<file path="config.mk">
export PLATFORM = sky130hd
export DESIGN_NAME = s2c_front
export DESIGN_NICKNAME = d
export VERILOG_FILES = /design/src/design/s2c_pkg.sv /design/src/design/s2c_front.sv
export SDC_FILE = /design/constraint.sdc
export NUM_CORES = 1
export LEC_CHECK = 0
export BUFFER_PORTS_ARGS = -buffer_cell sky130_fd_sc_hd__buf_2
export CORE_MARGIN = 8
export CORE_UTILIZATION = 29
export DETAILED_ROUTE_END_ITERATION = 7
export PLACE_DENSITY = 0.63
export SKIP_LAST_GASP = 1
export SYNTH_ARGS = -nofsm -noshare
export SYNTH_HDL_FRONTEND = slang
export SYNTH_SLANG_ARGS = --single-unit
export TNS_END_PERCENT = 30
</file>
<file path="constraint.sdc">
create_clock -name clk -period 6.6 [get_ports clk]
set_input_delay 0.33 -clock clk [delete_from_list [all_inputs] [get_ports clk]]
set_output_delay 0.33 -clock clk [all_outputs]
set_load 0.02 [all_outputs]
</file>
<file path="src/design/s2c_pkg.sv">
// ----------------------------------------------------------------------------
// s2c_pkg
// Shared constants and types for the spherical to Cartesian converter.
// ----------------------------------------------------------------------------
package s2c_pkg;

  localparam int ANGLE_BITS_DEF     = 16;
  localparam int DATA_BITS_DEF      = 24;
  localparam int TRIG_FRAC_BITS_DEF = 16;

  // pi/4 in Q30 and one in Q30.
  localparam logic [29:0] PI4_Q30 = 30'd843314857;
  localparam logic [30:0] ONE_Q30 = 31'h4000_0000;

  // Depth of the queue between the front and the back.
  localparam int QUEUE_DEPTH = 4;

  // Number of Taylor terms and register stages of one sine/cosine unit.
  localparam int TERMS    = 5;
  localparam int TRIG_LAT = 2 + 3 * TERMS + 2;

  // Quadrant codes of a binary angle.
  localparam logic [1:0] QUAD_0 = 2'd0;
  localparam logic [1:0] QUAD_1 = 2'd1;
  localparam logic [1:0] QUAD_2 = 2'd2;
  localparam logic [1:0] QUAD_3 = 2'd3;

  typedef struct packed {
    logic [1:0] quad;
    logic       swap;
  } octant_t;

endpackage

</file>
<file path="src/design/s2c_front.sv">
// ----------------------------------------------------------------------------
// s2c_front
// Accepts points and splits each angle into its octant and in-octant angle.
// ----------------------------------------------------------------------------
module s2c_front import s2c_pkg::*; #(
  parameter int ANGLE_BITS = ANGLE_BITS_DEF,
  parameter int DATA_BITS  = DATA_BITS_DEF,
  localparam int NW = ANGLE_BITS - 2,
  localparam int QW = 2 * (NW + 3) + 4 * DATA_BITS
) (
  input  logic                        clk,
  input  logic                        rst,
  input  logic                        push,
  output logic                        full,
  input  logic [ANGLE_BITS-1:0]       colatitude,
  input  logic [ANGLE_BITS-1:0]       longitude,
  input  logic [DATA_BITS-1:0]        radius,
  input  logic signed [DATA_BITS-1:0] vec_colat,
  input  logic signed [DATA_BITS-1:0] vec_lon,
  input  logic signed [DATA_BITS-1:0] vec_radial,
  output logic                        q_wr,
  output logic [QW-1:0]               q_data,
  input  logic                        q_full
);

  localparam int OB = ANGLE_BITS - 3;

  logic          valid;
  logic [QW-1:0] item;
  logic [QW-1:0] item_next;
  logic          take;
  logic [NW-1:0] n_th;
  logic [NW-1:0] n_ph;
  octant_t       oct_th;
  octant_t       oct_ph;

  // Odd octants are reflected so that the in-octant angle runs toward the axis.
  function automatic logic [NW-1:0] fold(input logic [ANGLE_BITS-1:0] a);
    logic [NW-1:0] rest;
    rest = NW'(a[OB-1:0]);
    return a[OB] ? ((NW'(1) << OB) - rest) : rest;
  endfunction

  always_comb begin
    n_th        = fold(colatitude);
    n_ph        = fold(longitude);
    oct_th.quad = colatitude[ANGLE_BITS-1:ANGLE_BITS-2];
    oct_th.swap = colatitude[OB];
    oct_ph.quad = longitude[ANGLE_BITS-1:ANGLE_BITS-2];
    oct_ph.swap = longitude[OB];
    item_next   = {n_th, oct_th, n_ph, oct_ph, radius, vec_colat, vec_lon, vec_radial};
  end

  assign q_wr   = valid;
  assign q_data = item;
  assign full   = valid && q_full;
  assign take   = push && !full;

  always_ff @(posedge clk) begin
    if (take) begin
      item <= item_next;
    end
  end

  always_ff @(posedge clk) begin
    if (rst) begin
      valid <= 1'b0;
    end else if (!valid || !q_full) begin
      valid <= push;
    end
  end

endmodule

</file>
==> reports/qor.csv <==
stage;metric;value;unit
status;status;finished, final reports clean;
synthesis;synth_area_leader_cell;edfxtp_1;
route;drt_iter0_drc;72;
synthesis;syn_area_per_cell;21.7;µm²
cts;clk-insertion-delay-late;0.40;ns
critical_path;cp-startpoint;q_wr;
placed_design;numPortBuffers;263;
min_path;min_from;rst;
cells_and_area;final_cell_mix;buf_2 (263), edfxtp_1 (130), xnor2_1 (22), clkbuf_16 (17), o31ai_1 (9);
global_route;grt_antenna_before_repair;1;
timing;min_period;2.46;ns
cts;cts_tree;done;
critical_path;critPathArrivalTime;2.49;ns
timing;relSlewSlack;0.401;
synthesis;synth_nets;341;
die;dieArea;0.0197;mm²
die;rows;45;
pwr;power.leakage;0.00277;µW
route;first_pass_iters;4;
timing;hold_viol;0;
cells_and_area;antenna_cells;0;
route;wl;12.3;mm
cts;cts_buffer_depth;2;
pwr;p_int;1650;µW
timing;fmax;406;MHz
cts;numCtsBuffers;17;
route;wl_per_cell;17.9;µm
critical_path;path_delay_family;buffers and inverters;
timing;rsz0062_at_grt;false;
pwr;seqPwrFrac;0.466;
critical_path;critPathRequiredTime;6.63;ns
pwr;pwr-share-comb;0.100;
critical_path;worst-path-buf-inv;2;
critical_path;reg2reg_from;q_wr;
timing;tightestPinTransition;0.899;ns
synthesis;synth.distinct_cells;22;
synthesis;yosys-top-cells-area;edfxtp_1 (87%), xnor2_1 (4.3%), o31ai_1 (1.5%);
critical_path;critPathKind;reg2reg;
pwr;pwr-share-clk;0.435;
route;via_per_inst;4.23;
synthesis;seq_area_frac_synth;0.873;
synthesis;ys_warn_count;0;
die;ios;264;
synthesis;syn_inst;207;
placed_design;dp_slack;3.95;ns
cts;post_cts_resized;0;
global_route;grt_pass1_vias;3200;
cts;cts_setup_buffers;0;
synthesis;synth_top_area_share;0.869;
global_route;grt_max_degree;73;
die;core_area;0.0151;mm²
cts;clk_pin_slew;0.05;ns
synthesis;synthesis.area;0.00449;mm²
cts;cts_sinks;131;
route;postRouteAntennaNets;0;
timing;slew_viol_final;0;
synthesis;yosys_register_bits;131;
cells_and_area;nNetsFinal;621;
cells_and_area;area_growth;47.8;%
critical_path;max_stage_delay;0.82;ns
placed_design;place.gp.congestion;0.769;
critical_path;path_cells;and2_1 -> nor2b_4 -> buf_4 -> buf_4;
cts;clock_tree.root_cell;clkbuf_16;
die;start_util;0.297;
pwr;p_switching;486;µW
die;die_x;140;µm
critical_path;crit_path_end_kind;flip-flop;
critical_path;cpMaxStageDelayCell;buf_4;
pwr;swShare;0.228;
route;num_vias;2913;
timing;period_share;0.373;
min_path;hold_path.class;in2reg;
die;die_h;140;µm
cells_and_area;nFillCells;1371;
global_route;grt_usage;0.123;
pwr;vdd_drop_max;0.147;mV
critical_path;cpMostUsedCell;buf_4;
timing;setup_ws;4.14;ns
timing;setup_tns;0;ns
global_route;grt_pass1_wl;18.3;mm
cts;h-tree-depth;4;
placed_design;post-dp-hpwl;9.63;mm
cells_and_area;drive_gt1_frac;0.600;
timing;setup_viol;0;
cts;ctsHoldBuffers;0;
pwr;p_per_area;321;mW/mm²
flow_run;cap_viol_max_count;0;
critical_path;start_kind;flip-flop;
critical_path;worst-path-max-fanout;72;
pwr;finalPower;2130;µW
route;drc_errors;0;
cells_and_area;multiInputGateArea;544;µm²
cells_and_area;layout_commonest_cell;buf_2;
cells_and_area;register_area;0.00392;mm²
timing;clock_skew;0.00468;ns
global_route;grt_overflow_total;0;
==> logic make-up (layout without fill, tap and decap cells) <==
logic type / count (synthesis) / count (layout) / share of synthesized area
AOI/OAI and AO/OA: 20 / 20 / 0.0382
xor gates and xnor gates: 22 / 22 / 0.0429
adders and majority gates: 2 / 2 / 0.00557
buffers and inverters: 8 / 301 / 0.00724
DFF: 131 / 131 / 0.873
and+or+nand+nor: 24 / 24 / 0.0329
==> worst reg2reg max path, delay by kind of cell, from the launching register on <==
family	cells	cell delay, ns
buf+inv	2	1.46
flops	1	0.30
simple gates	2	0.28
==> flip-flops by register name, indices dropped and copies added, names as in the netlist <==
register / count
q_data: 130
q_wr: 1
==> layout make-up <==
cell class	instances	area share
clock buffer	18	0.0646
clock inverter	14	0.0245
inverter	4	0.00226
multi-input combinational	68	0.0820
sequential	131	0.591
tap	188	0.0354
timing repair buffer	265	0.200
==> power groups by stage <==
stage          logic [µW]  clock network (µW)  registers [µW]
2_1_floorplan        39.4                   0            1080
3_3_place_gp          213                   0            1010
3_5_place_dp          217                   0            1010
4_1_cts               218                 958             994
5_1_grt               228                 982             999
6_report              212                 928             993
==> synth_stat cells (all sizes together) <==
cell	n
or3b	2
nor4	2
xnor2	22
dfxtp	1
edfxtp	130
o41ai	4
buf	4
nor2	2
o21ai	6
nand2	4
and2	1
nand2b	4
or3	2
ha	2
o31ai	10
or4	6
nor2b	1
inv	4
==> through the flow <==
step / cells / util / instance area (µm²) / hold WS, ns
floorplan: 207 / - / 4500 / 0.402
global placement: 656 / 0.399 / 6050 / 0.488
detailed placement: 656 / 0.399 / 6050 / 0.491
CTS: 688 / 0.438 / 6640 / 0.0463
global route: 688 / 0.438 / 6640 / 0.0471
finish: 688 / 0.438 / 6640 / 0.0741
==> path summary, 6_finish.rpt <==
| check | depth (start not counted) | end | slack, ns |
|---|---|---|---|
| min reg2reg | 3 | q_wr | 0.66 |
| min | 2 | q_wr | 0.07 |
| max | 4 | q_data[59] | 4.14 |
| max reg2reg | 4 | q_data[59] | 4.14 |
==> per-layer routing <==
layer / vias up / wire (µm) / GRT usage
li1: 1387 / - / -
met1: 1368 / 4680 / 0.127
met2: 143 / 6370 / 0.212
met3: 13 / 1090 / 0.0537
met4: 2 / 165 / 0.0526
met5: - / 10 / 0
Power figures use the tool's default switching activity.
