===== config.mk =====
export PLATFORM = sky130hd
export DESIGN_NAME = s2c_fifo
export DESIGN_NICKNAME = d
export VERILOG_FILES = /design/src/design/s2c_pkg.sv /design/src/design/s2c_fifo.sv
export SDC_FILE = /design/constraint.sdc
export NUM_CORES = 1
export LEC_CHECK = 0
export BUFFER_PORTS_ARGS = -buffer_cell sky130_fd_sc_hd__buf_2
export CAP_MARGIN = 20
export CELL_PAD_IN_SITES_DETAIL_PLACEMENT = 2
export CELL_PAD_IN_SITES_GLOBAL_PLACEMENT = 2
export CORE_UTILIZATION = 44
export CTS_BUF_LIST = sky130_fd_sc_hd__clkbuf_16
export CTS_CLUSTER_DIAMETER = 150
export CTS_CLUSTER_SIZE = 20
export DETAILED_ROUTE_END_ITERATION = 8
export GPL_TIMING_DRIVEN = 0
export HOLD_SLACK_MARGIN = 0.03
export PLACE_DENSITY = 0.85
export SETUP_SLACK_MARGIN = 0.1
export SLEW_MARGIN = 5
export SYNTH_ARGS = -nofsm -noshare
export SYNTH_HDL_FRONTEND = slang
export SYNTH_SLANG_ARGS = --single-unit
export TNS_END_PERCENT = 100

===== constraint.sdc =====
create_clock -name clk -period 4.9 [get_ports clk]
set_input_delay 0.245 -clock clk [delete_from_list [all_inputs] [get_ports clk]]
set_output_delay 0.245 -clock clk [all_outputs]
set_load 0.1 [all_outputs]

===== src/design/s2c_pkg.sv =====
// ----------------------------------------------------------------------------
// s2c_pkg
// Shared constants and types for the spherical to Cartesian converter.
// ----------------------------------------------------------------------------
package s2c_pkg;

  localparam int ANGLE_BITS_DEF     = 16;
  localparam int DATA_BITS_DEF      = 24;
  localparam int TRIG_FRAC_BITS_DEF = 16;

  // pi/4 in Q30 and one in Q30.
  localparam logic [29:0] PI4_Q30 = 30'd843314857;
  localparam logic [30:0] ONE_Q30 = 31'h4000_0000;

  // Depth of the queue between the front and the back.
  localparam int QUEUE_DEPTH = 4;

  // Number of Taylor terms and register stages of one sine/cosine unit.
  localparam int TERMS    = 5;
  localparam int TRIG_LAT = 2 + 3 * TERMS + 2;

  // Quadrant codes of a binary angle.
  localparam logic [1:0] QUAD_0 = 2'd0;
  localparam logic [1:0] QUAD_1 = 2'd1;
  localparam logic [1:0] QUAD_2 = 2'd2;
  localparam logic [1:0] QUAD_3 = 2'd3;

  typedef struct packed {
    logic [1:0] quad;
    logic       swap;
  } octant_t;

endpackage


===== src/design/s2c_fifo.sv =====
// ----------------------------------------------------------------------------
// s2c_fifo
// Small register queue that decouples the front from the back.
// ----------------------------------------------------------------------------
module s2c_fifo import s2c_pkg::*; #(
  parameter int WIDTH = 8,
  parameter int DEPTH = QUEUE_DEPTH
) (
  input  logic             clk,
  input  logic             rst,
  input  logic             wr_en,
  input  logic [WIDTH-1:0] wr_data,
  output logic             full,
  input  logic             rd_en,
  output logic [WIDTH-1:0] rd_data,
  output logic             empty
);

  localparam int PW = (DEPTH > 1) ? $clog2(DEPTH) : 1;

  logic [WIDTH-1:0] mem [0:DEPTH-1];
  logic [PW-1:0]    wr_ptr;
  logic [PW-1:0]    rd_ptr;
  logic [PW:0]      count;
  logic             do_wr;
  logic             do_rd;

  assign full    = (count == (PW+1)'(DEPTH));
  assign empty   = (count == '0);
  assign do_wr   = wr_en && !full;
  assign do_rd   = rd_en && !empty;
  assign rd_data = mem[rd_ptr];

  always_ff @(posedge clk) begin
    if (do_wr) begin
      mem[wr_ptr] <= wr_data;
    end
  end

  always_ff @(posedge clk) begin
    if (rst) begin
      wr_ptr <= '0;
      rd_ptr <= '0;
      count  <= '0;
    end else begin
      if (do_wr) begin
        wr_ptr <= (wr_ptr == PW'(DEPTH - 1)) ? '0 : wr_ptr + 1'b1;
      end
      if (do_rd) begin
        rd_ptr <= (rd_ptr == PW'(DEPTH - 1)) ? '0 : rd_ptr + 1'b1;
      end
      if (do_wr && !do_rd) begin
        count <= count + 1'b1;
      end else if (do_rd && !do_wr) begin
        count <= count - 1'b1;
      end
    end
  end

endmodule


==> results_dict.tcl, run 1 <==
set metrics [dict create \
    grt_usage_pct 21.4 \
    port_buffers 20 \
    avgViaCountPerCell 5.33 \
    r2r-start "count[0]" \
    die_height_um 63.2 \
    rows 21 \
    swShare_pct 42.0 \
    p_comb_share_pct 39.4 \
    hold_end "mem[3][3]" \
    seq_area_um2 1140 \
    ant_nets 0 \
    ios 22 \
    r2r.worst_path.cells 10 \
    whs_ps 179 \
    finalSetupViolCount 0 \
    fmax_ghz 0.405 \
    drv_slew 0 \
    cts_tree "built" \
    clkLatencyLatePin_ps 290 \
    cpMaxStageDelayCell "dfxtp_1" \
    die_w_um 63.2 \
    synthCells 92 \
    worstPathArrival_ps 2680 \
    clockPowerShare_pct 24.5 \
    drc 0 \
    min_path_cells 1 \
    diodes 0 \
    power.internal_w 0.000730 \
    synth.yosys.seq_area_share_pct 69.4 \
    cts_buffers 5 \
    ctsHtreeMaxLevel 2 \
    min_period_ps 2470 \
    max-clock-path-buffers 2 \
    worst_r2r_endpoint "count[2]" \
    drt_wl_total_um 3600 \
    place_hpwl_um 2470 \
    crit_chain "or3b_1 > buf_6 > clkinv_4 > nor2_2 > ha_1 > inv_1 > fa_1 > xor2_1 > or3_2 > a21oi_1" \
    post-route-util_pct 56.0 \
    critPathMaxFanout 7 \
    ys_ff_latch 41 \
    power.switching_w 0.000530 \
    nets 138 \
    syn_area_per_cell_um2 17.9 \
    rrSetupSlack_ps 2430 \
    vdd_drop_max_mv 0.428 \
    cpPeakStageDelay_ps 450 \
    hold_path_class "primary input to flop" \
    area_delta_synth_final_pct 17.9 \
    drt_iter0_markers 59 \
    ys_warn_count 0 \
    clkSlewWorstSetupHoldPaths_ps 60 \
    setup_tns_ps 0 \
    cts_resized 0 \
    worst_pin_slew_ps 497 \
    grt_pass1_wl_um 5870 \
    core_um2 3470 \
    synth.distinct_cells 26 \
    crit_type "flop to flop" \
    grt_max_degree 13 \
    power_w 0.00126 \
    p_per_area_nw_per_um2 649 \
    p_leak_nw 0.724 \
    initial_core_util_pct 47.4 \
    grt_overflow_total 0 \
    required_ps 5120 \
    grt_pass1_vias 1060 \
    skew_ps 4.10 \
    fillers 326 \
    drtPass1Iterations 4 \
    hold_start "wr_data[3]" \
    hold_violations 0 \
    grt_antenna_before_repair 0 \
    die_area_um2 3990 \
    synth.cell_area_um2 1650 \
    cts_hold_buf 0 \
    p_seq_share_pct 36.1 \
    gp_congestion 0.629 \
    status "completed" \
    start_kind "flop" \
    vias 885 \
    root_buffer "clkbuf_16" \
    critPathCaptureType "flop" \
    multiInputGateArea_um2 457 \
    synth.net_count 111 \
    post-route-period-util_pct 50.3 \
    grt_setup_unrepaired "false" \
    post_cts_buffers 0 \
    avgRoutedWirePerCell_um 21.7 \
    drive_gt1_share_pct 37.5 \
    max-cap-violations 0 \
    slew_headroom_pct 66.9 \
    cts_sinks 41 \
]
## power groups by stage
stage	combinational (W)	sequential, W	clock (W)
3_5_place_dp	0.000496	0.000461	0
6_report	0.000496	0.000455	0.000309
3_3_place_gp	0.000480	0.000455	0
2_1_floorplan	0.000418	0.000451	0
4_1_cts	0.000502	0.000456	0.000315
5_1_grt	0.000526	0.000459	0.000322
## registers in the layout, summed over array words and instances, names as in the netlist, named ones only
register / flops
count: 3
mem: 32
rd_ptr: 2
wr_ptr: 2
## per-layer routing
layer  track usage, %  wire length (µm)  vias to the layer above
met5                0                 0                        -
met4             13.1                98                        0
met3             4.35               122                        8
met2             37.4              1910                       23
met1             23.9              1470                      448
li1                 -                 -                      406
## synthesized netlist by cell type (all sizes together)
| cell | number | share of area, % |
|---|---|---|
| mux4 | 8 | 11 |
| or3b | 1 | 0.53 |
| clkinv | 1 | 0.53 |
| mux2i | 2 | 1.2 |
| edfxtp | 32 | 58 |
| nor2 | 4 | 1.1 |
| nand2 | 1 | 0.23 |
| buf | 3 | 1.2 |
| nand3 | 2 | 0.61 |
| a21oi | 3 | 0.91 |
| xor2 | 2 | 1.1 |
| fa | 1 | 1.2 |
| inv | 4 | 0.91 |
| nor3 | 2 | 0.61 |
| and3 | 4 | 1.8 |
| dfxtp | 9 | 11 |
| o21ai | 2 | 0.61 |
| o31ai | 2 | 1.5 |
| or3 | 2 | 0.84 |
| clkbuf | 1 | 0.23 |
| ha | 6 | 4.6 |
## critical path: cells and delay by family, from the launching register on
kind	cells	cell delay, ps
adders and majority gates	2	600
buffers and inverters	3	260
DFF	1	450
AOI/OAI and AO/OA	1	150
and+or+nand+nor	3	750
xor gates and xnor gates	1	170
## worst max path at each step
| stage | startpoint | endpoint | depth (start not counted) |
|---|---|---|---|
| after floorplan | count[0] | empty | 1 |
| after CTS | count[0] | count[2] | 10 |
| after global routing | count[0] | count[2] | 10 |
| final | count[0] | count[2] | 10 |
| after detailed placement | count[0] | count[2] | 10 |
| after global placement | count[0] | count[2] | 10 |
## placed cells by master, fill, tap and decap left out, types with 2 or more instances in the layout
cell type	count
mux4_2	8
ha_1	6
o31ai_2	2
a21oi_1	3
edfxtp_1	32
clkinv_1	2
xor2_1	2
mux2i_1	2
nor2_1	3
nand3_1	2
dfxtp_1	9
clkbuf_16	5
buf_2	21
and3_2	4
nor3_1	2
inv_1	4
## per-stage QoR
stage | area [µm²] | worst slack [ps] | std cells
2_1_floorplan | 1650 | 2220 | 92
6_report | 1940 | 2430 | 166
5_1_grt | 1940 | 2290 | 166
3_3_place_gp | 1800 | 2620 | 158
4_1_cts | 1940 | 2410 | 166
3_5_place_dp | 1800 | 2480 | 158
## cell type report
| class | instances | area share [%] |
|---|---|---|
| Timing Repair Buffer | 20 | 5.16 |
| Clock buffer | 5 | 6.45 |
| Tap cell | 46 | 2.97 |
| Buffer | 4 | 1.23 |
| Multi-Input combinational cell | 42 | 23.5 |
| Clock inverter | 3 | 0.645 |
| Sequential cell | 41 | 58.8 |
| Inverter | 5 | 1.23 |
## cells by family (layout without fill, tap and decap cells)
kind of cell	after synthesis	after routing	synth area share, %
AO/OA/AOI/OAI	7	7	3.04
XOR/XNOR	2	2	1.06
adder cells (fa/ha/maj)	7	7	5.78
buffers and inverters	9	37	2.89
flip-flops	41	41	69.4
multiplexers	10	10	12.2
AND/OR/NAND/NOR	16	16	5.70
No activity file was read; power rests on OpenSTA's default activity.
==> inputs of run 2 (changes only) <==
--- a/config.mk
+++ b/config.mk
@@ -5,18 +5,19 @@
 export SDC_FILE = /design/constraint.sdc
 export NUM_CORES = 1
 export LEC_CHECK = 0
+export ABC_AREA = 1
 export BUFFER_PORTS_ARGS = -buffer_cell sky130_fd_sc_hd__buf_2
 export CAP_MARGIN = 20
 export CELL_PAD_IN_SITES_DETAIL_PLACEMENT = 2
 export CELL_PAD_IN_SITES_GLOBAL_PLACEMENT = 2
-export CORE_UTILIZATION = 44
+export CORE_UTILIZATION = 37
 export CTS_BUF_LIST = sky130_fd_sc_hd__clkbuf_16
 export CTS_CLUSTER_DIAMETER = 150
 export CTS_CLUSTER_SIZE = 20
 export DETAILED_ROUTE_END_ITERATION = 8
 export GPL_TIMING_DRIVEN = 0
 export HOLD_SLACK_MARGIN = 0.03
-export PLACE_DENSITY = 0.85
+export PLACE_DENSITY = 0.8
 export SETUP_SLACK_MARGIN = 0.1
 export SLEW_MARGIN = 5
 export SYNTH_ARGS = -nofsm -noshare
==> constraint.sdc (replaced) <==
create_clock -name clk -period 2.4 [get_ports clk]
set_input_delay 0.12 -clock clk [delete_from_list [all_inputs] [get_ports clk]]
set_output_delay 0.12 -clock clk [all_outputs]
set_load 0.1 [all_outputs]
==> run 2 against run 1 <==
Net effect: routed wire length increased by 19%; largest cell class unchanged; final cell count rose by 38%; first-iteration DRC count stayed put; design area up 3.9%; critical endpoint is now count[1].
==> results_dict.tcl, run 2 <==
set metrics [dict create \
    status "completed" \
    synthCells 147 \
    synth.net_count 166 \
    place_inst 220 \
    die_area_um2 4860 \
    critPathCaptureType "flop" \
    drv_slew 0 \
    initial_core_util_pct 38.7 \
    grt_setup_unrepaired "false" \
    met3RoutedLength_um 121 \
    nets 195 \
    ios 22 \
    crit_type "flop to flop" \
    max-cap-violations 0 \
    setup_tns_ps 0 \
    drt_iter0_markers 59 \
    slew_headroom_pct 40.9 \
    cp-startpoint "count[1]" \
    r2r.worst_path.cells 9 \
    layout_commonest_cell "nor2_1" \
    cts_sinks 41 \
    die_w_um 69.7 \
    rrSetupSlack_ps 380 \
    cts_buffers 5 \
    synth_ff_type "edfxtp_1" \
    die_height_um 69.7 \
    synth_top_cell_by_area "edfxtp_1" \
    worst_r2r_endpoint "count[1]" \
    wl_met1_um 1760 \
    area_delta_synth_final_pct 18.8 \
    synthArstFlopShare_pct 0 \
    drc 0 \
    post-route-period-util_pct 84.0 \
    critPathMaxFanout 7 \
    top_register "mem" \
    ant_nets 0 \
    ys_warn_count 0 \
    synth_most_common_cell "nor2_1" \
    syn_area_per_cell_um2 11.5 \
    finalSetupViolCount 0 \
    top_layer "met4" \
    root_buffer "clkbuf_16" \
    drtPass1Iterations 4 \
    cp-endpoint "count[1]" \
    drt_wl_total_um 4290 \
    cpMaxStageDelayCell "fa_1" \
    hold_path_class "primary input to flop" \
    ys_ff_latch 41 \
    whs_ps 59.2 \
    r2r-start "count[1]" \
    fin_area_um2 2020 \
    grt_usage_pct 19.5 \
    gp_congestion 0.716 \
    port_buffers 21 \
    worst_pin_slew_ps 883 \
    netlist.area_leader.share_pct 56.6 \
    grt_antenna_before_repair 0 \
    skew_ps 5.96 \
    hold_violations 0 \
    min_path_cells 1 \
    worstPathArrival_ps 2190 \
    clkSlewWorstSetupHoldPaths_ps 60 \
    clkLatencyLatePin_ps 280 \
    top_regs "mem (32), count (3)" \
    fmax_ghz 0.496 \
    grt_pass1_wl_um 6870 \
    required_ps 2570 \
    synth.cell_area_um2 1700 \
    ctsHtreeMaxLevel 2 \
    cp_num_buf_inv 2 \
    post_dp_cell_area_um2 1870 \
    synth-edff-count 32 \
    core_um2 4380 \
    min_period_ps 2020 \
    max-clock-path-buffers 2 \
    final_cell_mix "nor2_1 (33), edfxtp_1 (32), buf_2 (21)" \
    cpPeakStageDelay_ps 410 \
    cts_resized 0 \
    synth.yosys.seq_area_share_pct 67.3 \
    avgViaCountPerCell 5.21 \
    path_depth 9 \
    rows 24 \
    largest_reg_flops 32 \
    cp_top_family "adder cells" \
    place_hpwl_um 3050 \
    diodes 0 \
    vias 1194 \
    ys_top_cells_by_count "nor2_1 (33), edfxtp_1 (32), inv_1 (17), nand2_1 (13), o21ai_0 (13)" \
    start_kind "flop" \
    avgRoutedWirePerCell_um 18.7 \
    crit_chain "nor2_1 > nand2_1 > nand2_2 > inv_1 > ha_1 > inv_1 > fa_1 > o21ai_0 > nor2_1" \
    wl_met2_um 2340 \
    synth_area_leaders "edfxtp_1 (57%), dfxtp_1 (11%), nor2_1 (7.3%), ha_1 (4.4%), o21ai_0 (3.8%)" \
    drive_gt1_share_pct 19.8 \
    final_cells 229 \
    synth.distinct_cells 19 \
    cts_tree "built" \
    grt_max_degree 13 \
    hold_start "wr_data[3]" \
    grt_overflow_total 0 \
    grt_pass1_vias 1331 \
]
## run 2: cell count changes after synthesis, sizes merged, moves of 8 or more
| cell | before | now |
|---|---|---|
| inv | 4 | 18 |
| nor2 | 4 | 33 |
| mux4 | 8 | 0 |
| nand2 | 1 | 14 |
| o22ai | 0 | 8 |
| o21ai | 2 | 17 |
## run 2: repair_timing
| action | 4_1_cts | 5_1_grt |
|---|---|---|
| hold endpoints to repair | 1 | 0 |
| buffers inserted | 0 | 0 |
| hold buffers | 1 | 0 |
## run 2: routing by layer
layer  global-route usage (%)  vias to the layer above
li1                         -                      559
met5                        0                        -
met4                     7.33                        0
met2                     35.4                       17
met3                     5.09                        6
met1                     21.8                      612
## run 2: layout make-up
class	count	area, µm²
Fill cell	444	2370
Sequential cell	41	1140
Multi-Input combinational cell	86	465
Clock buffer	5	125
Timing Repair Buffer	22	115
Inverter	18	67.6
Tap cell	52	65.1
Buffer	2	22.5
Clock inverter	3	13.8
## run 2: how the worst min path moves through the flow
stage          slack (ps)         to
3_5_place_dp          300   count[0]
2_1_floorplan         190   count[0]
5_1_grt                60  mem[1][3]
6_report               60  mem[2][3]
4_1_cts                50  mem[0][3]
3_3_place_gp          290   count[0]
## run 2: cells by family (layout without fill, tap and decap cells)
family / after synthesis / after routing / synth area share [%]
flops: 41 / 41 / 67.3
simple gates: 51 / 51 / 12.1
xor+xnor: 1 / 1 / 0.516
buf+inv: 20 / 50 / 5.31
fa+ha+maj: 7 / 7 / 5.60
compound gates: 27 / 27 / 9.22
## run 2: stage by stage
stage	setup slack [ps]	util, %
after floorplan	179	-
after global placement	550	42.6
after detailed placement	423	42.6
after CTS	390	46.0
after global routing	215	46.0
final	383	46.0
## run 2: worst reg2reg max path, cell delays in order (launching register included)
cell     delay (ps)
dfxtp_1         350
nor2_1          200
nand2_1         160
nand2_2         170
inv_1            60
ha_1            220
inv_1           110
fa_1            410
o21ai_0         180
nor2_1           60
Power of run 2 is left out: the tool's default activity adds up to more than one toggle a clock period on the data nets, which glitch-free logic cannot reach.
==> inputs of run 3 (changes only) <==
==> constraint.sdc (replaced) <==
create_clock -name clk -period 2.1 [get_ports clk]
set_input_delay 0.105 -clock clk [delete_from_list [all_inputs] [get_ports clk]]
set_output_delay 0.105 -clock clk [all_outputs]
set_load 0.1 [all_outputs]
==> run 3 against run 2 <==
Net effect: clock-buffer cell count unchanged; die area unchanged; critical path depth down 5; non-clock buffer count unchanged; sequential share of layout area down 1.5 points; sequential cell count unchanged; routed wire length down 1.1%; design area up 3.0%; final cell count unchanged; first-iteration DRC count down 14%.
==> results_dict.tcl, run 3 (same netlist as run 2, synthesis figures left out) <==
set metrics [dict create \
    r2r.worst_path.cells 9 \
    drc 0 \
    hold_path_class "primary input to flop" \
    drv_slew 0 \
    drt_iter0_markers 51 \
    clkLatencyLatePin_ps 290 \
    post-route-period-util_pct 90.9 \
    fmax_ghz 0.524 \
    critPathMaxFanout 9 \
    post-route-util_pct 47.3 \
    die_w_um 69.7 \
    die_height_um 69.7 \
    top_regs "mem (32), count (3)" \
    required_ps 2000 \
    drive_gt1_share_pct 26.0 \
    worst_r2r_endpoint "count[1]" \
    rows 24 \
    gp_congestion 0.721 \
    port_buffers 21 \
    hold_start "wr_data[7]" \
    diodes 0 \
    skew_ps 2.07 \
    top_register "mem" \
    grt_overflow_total 0 \
    avgViaCountPerCell 5.12 \
    hold_violations 0 \
    status "completed" \
    ios 22 \
    finalSetupViolCount 0 \
    vias 1172 \
    avgRoutedWirePerCell_um 18.5 \
    max-clock-path-buffers 2 \
    min_period_ps 1910 \
    cts_tree "built" \
    rrSetupSlack_ps 210 \
    largest_reg_flops 32 \
    ant_nets 0 \
    post_cts_buffers 0 \
    place_hpwl_um 3030 \
    min_path_cells 1 \
    drt_wl_total_um 4240 \
    critPathCaptureType "output pin" \
    root_buffer "clkbuf_16" \
    multiInputGateArea_um2 523 \
    hold_end "mem[0][7]" \
    grt_antenna_before_repair 0 \
    cts_buffers 5 \
    worst_pin_slew_ps 815 \
    max-cap-violations 0 \
    r2r-start "count[1]" \
    final_cell_mix "nor2_1 (32), edfxtp_1 (32), buf_2 (21)" \
    nets 195 \
    start_kind "flop" \
    area_delta_synth_final_pct 22.3 \
    clkSlewWorstSetupHoldPaths_ps 60 \
    crit_type "flop to output pin" \
    die_area_um2 4860 \
    seq_area_um2 1140 \
    grt_setup_unrepaired "true" \
    grt_max_degree 13 \
    grt_usage_pct 19.6 \
    cts_sinks 41 \
    fillers 445 \
    drtPass1Iterations 4 \
    ctsHtreeMaxLevel 2 \
    whs_ps 31.7 \
    slew_headroom_pct 45.5 \
    initial_core_util_pct 38.7 \
    setup_tns_ps 0 \
    core_um2 4380 \
    grt_pass1_vias 1367 \
    grt_pass1_wl_um 6880 \
    worstPathArrival_ps 1800 \
]
[run 3: cell types whose count changed in the layout (fill, tap and decap cells not counted)]
cell     before  now
nand2_2       1    0
o22ai_1       8    0
nor2_2        0    1
o22ai_2       0    8
dfxtp_2       0    2
dfxtp_1       9    7
nand2_4       0    1
nor2_1       33   32
[run 3: what timing repair did]
action / CTS / global route
gates resized for setup: 0 / 4
hold buffers: 1 / 0
endpoints found under the setup margin: 0 / 2
endpoints found under the hold margin: 1 / 0
[run 3: cell type report]
type	count	area share, %
multi-input combinational	86	25.2
tap	52	3.13
inverter	18	3.25
sequential	41	55.1
buffer	2	1.08
clock buffer	5	6.03
clock inverter	3	0.663
timing repair buffer	22	5.55
[run 3: metrics by stage]
step | cell area (µm²) | instances | setup slack [ps]
floorplan | 1750 | 147 | 410
global placement | 1920 | 220 | 236
detailed placement | 1920 | 220 | 123
CTS | 2070 | 229 | 109
global route | 2080 | 229 | 81.0
finish | 2080 | 229 | 190
[run 3: critical path, stage by stage (launching register included)]
cell,delay (ps)
dfxtp_1,420
inv_1,300
o21ai_0,230
o22ai_2,120
buf_2,440
[run 3: how the worst max path moves through the flow]
stage	end	slack [ps]	depth (start not counted)	start
5_1_grt	count[2]	80	11	count[1]
4_1_cts	count[1]	110	9	count[1]
3_3_place_gp	count[1]	240	9	count[1]
6_report	rd_data[1]	190	4	flop
3_5_place_dp	count[1]	120	9	count[1]
2_1_floorplan	count[1]	410	9	count[1]
[run 3: layer usage]
metal  routed length [µm]  up-vias  global-route usage [%]
li1                     -      558                       -
met3                  143        6                    5.81
met1                 1550      590                    18.5
met2                 2470       18                    38.8
met4                   67        0                    7.33
met5                    0        -                       0
Power of run 3 is left out for the same reason.
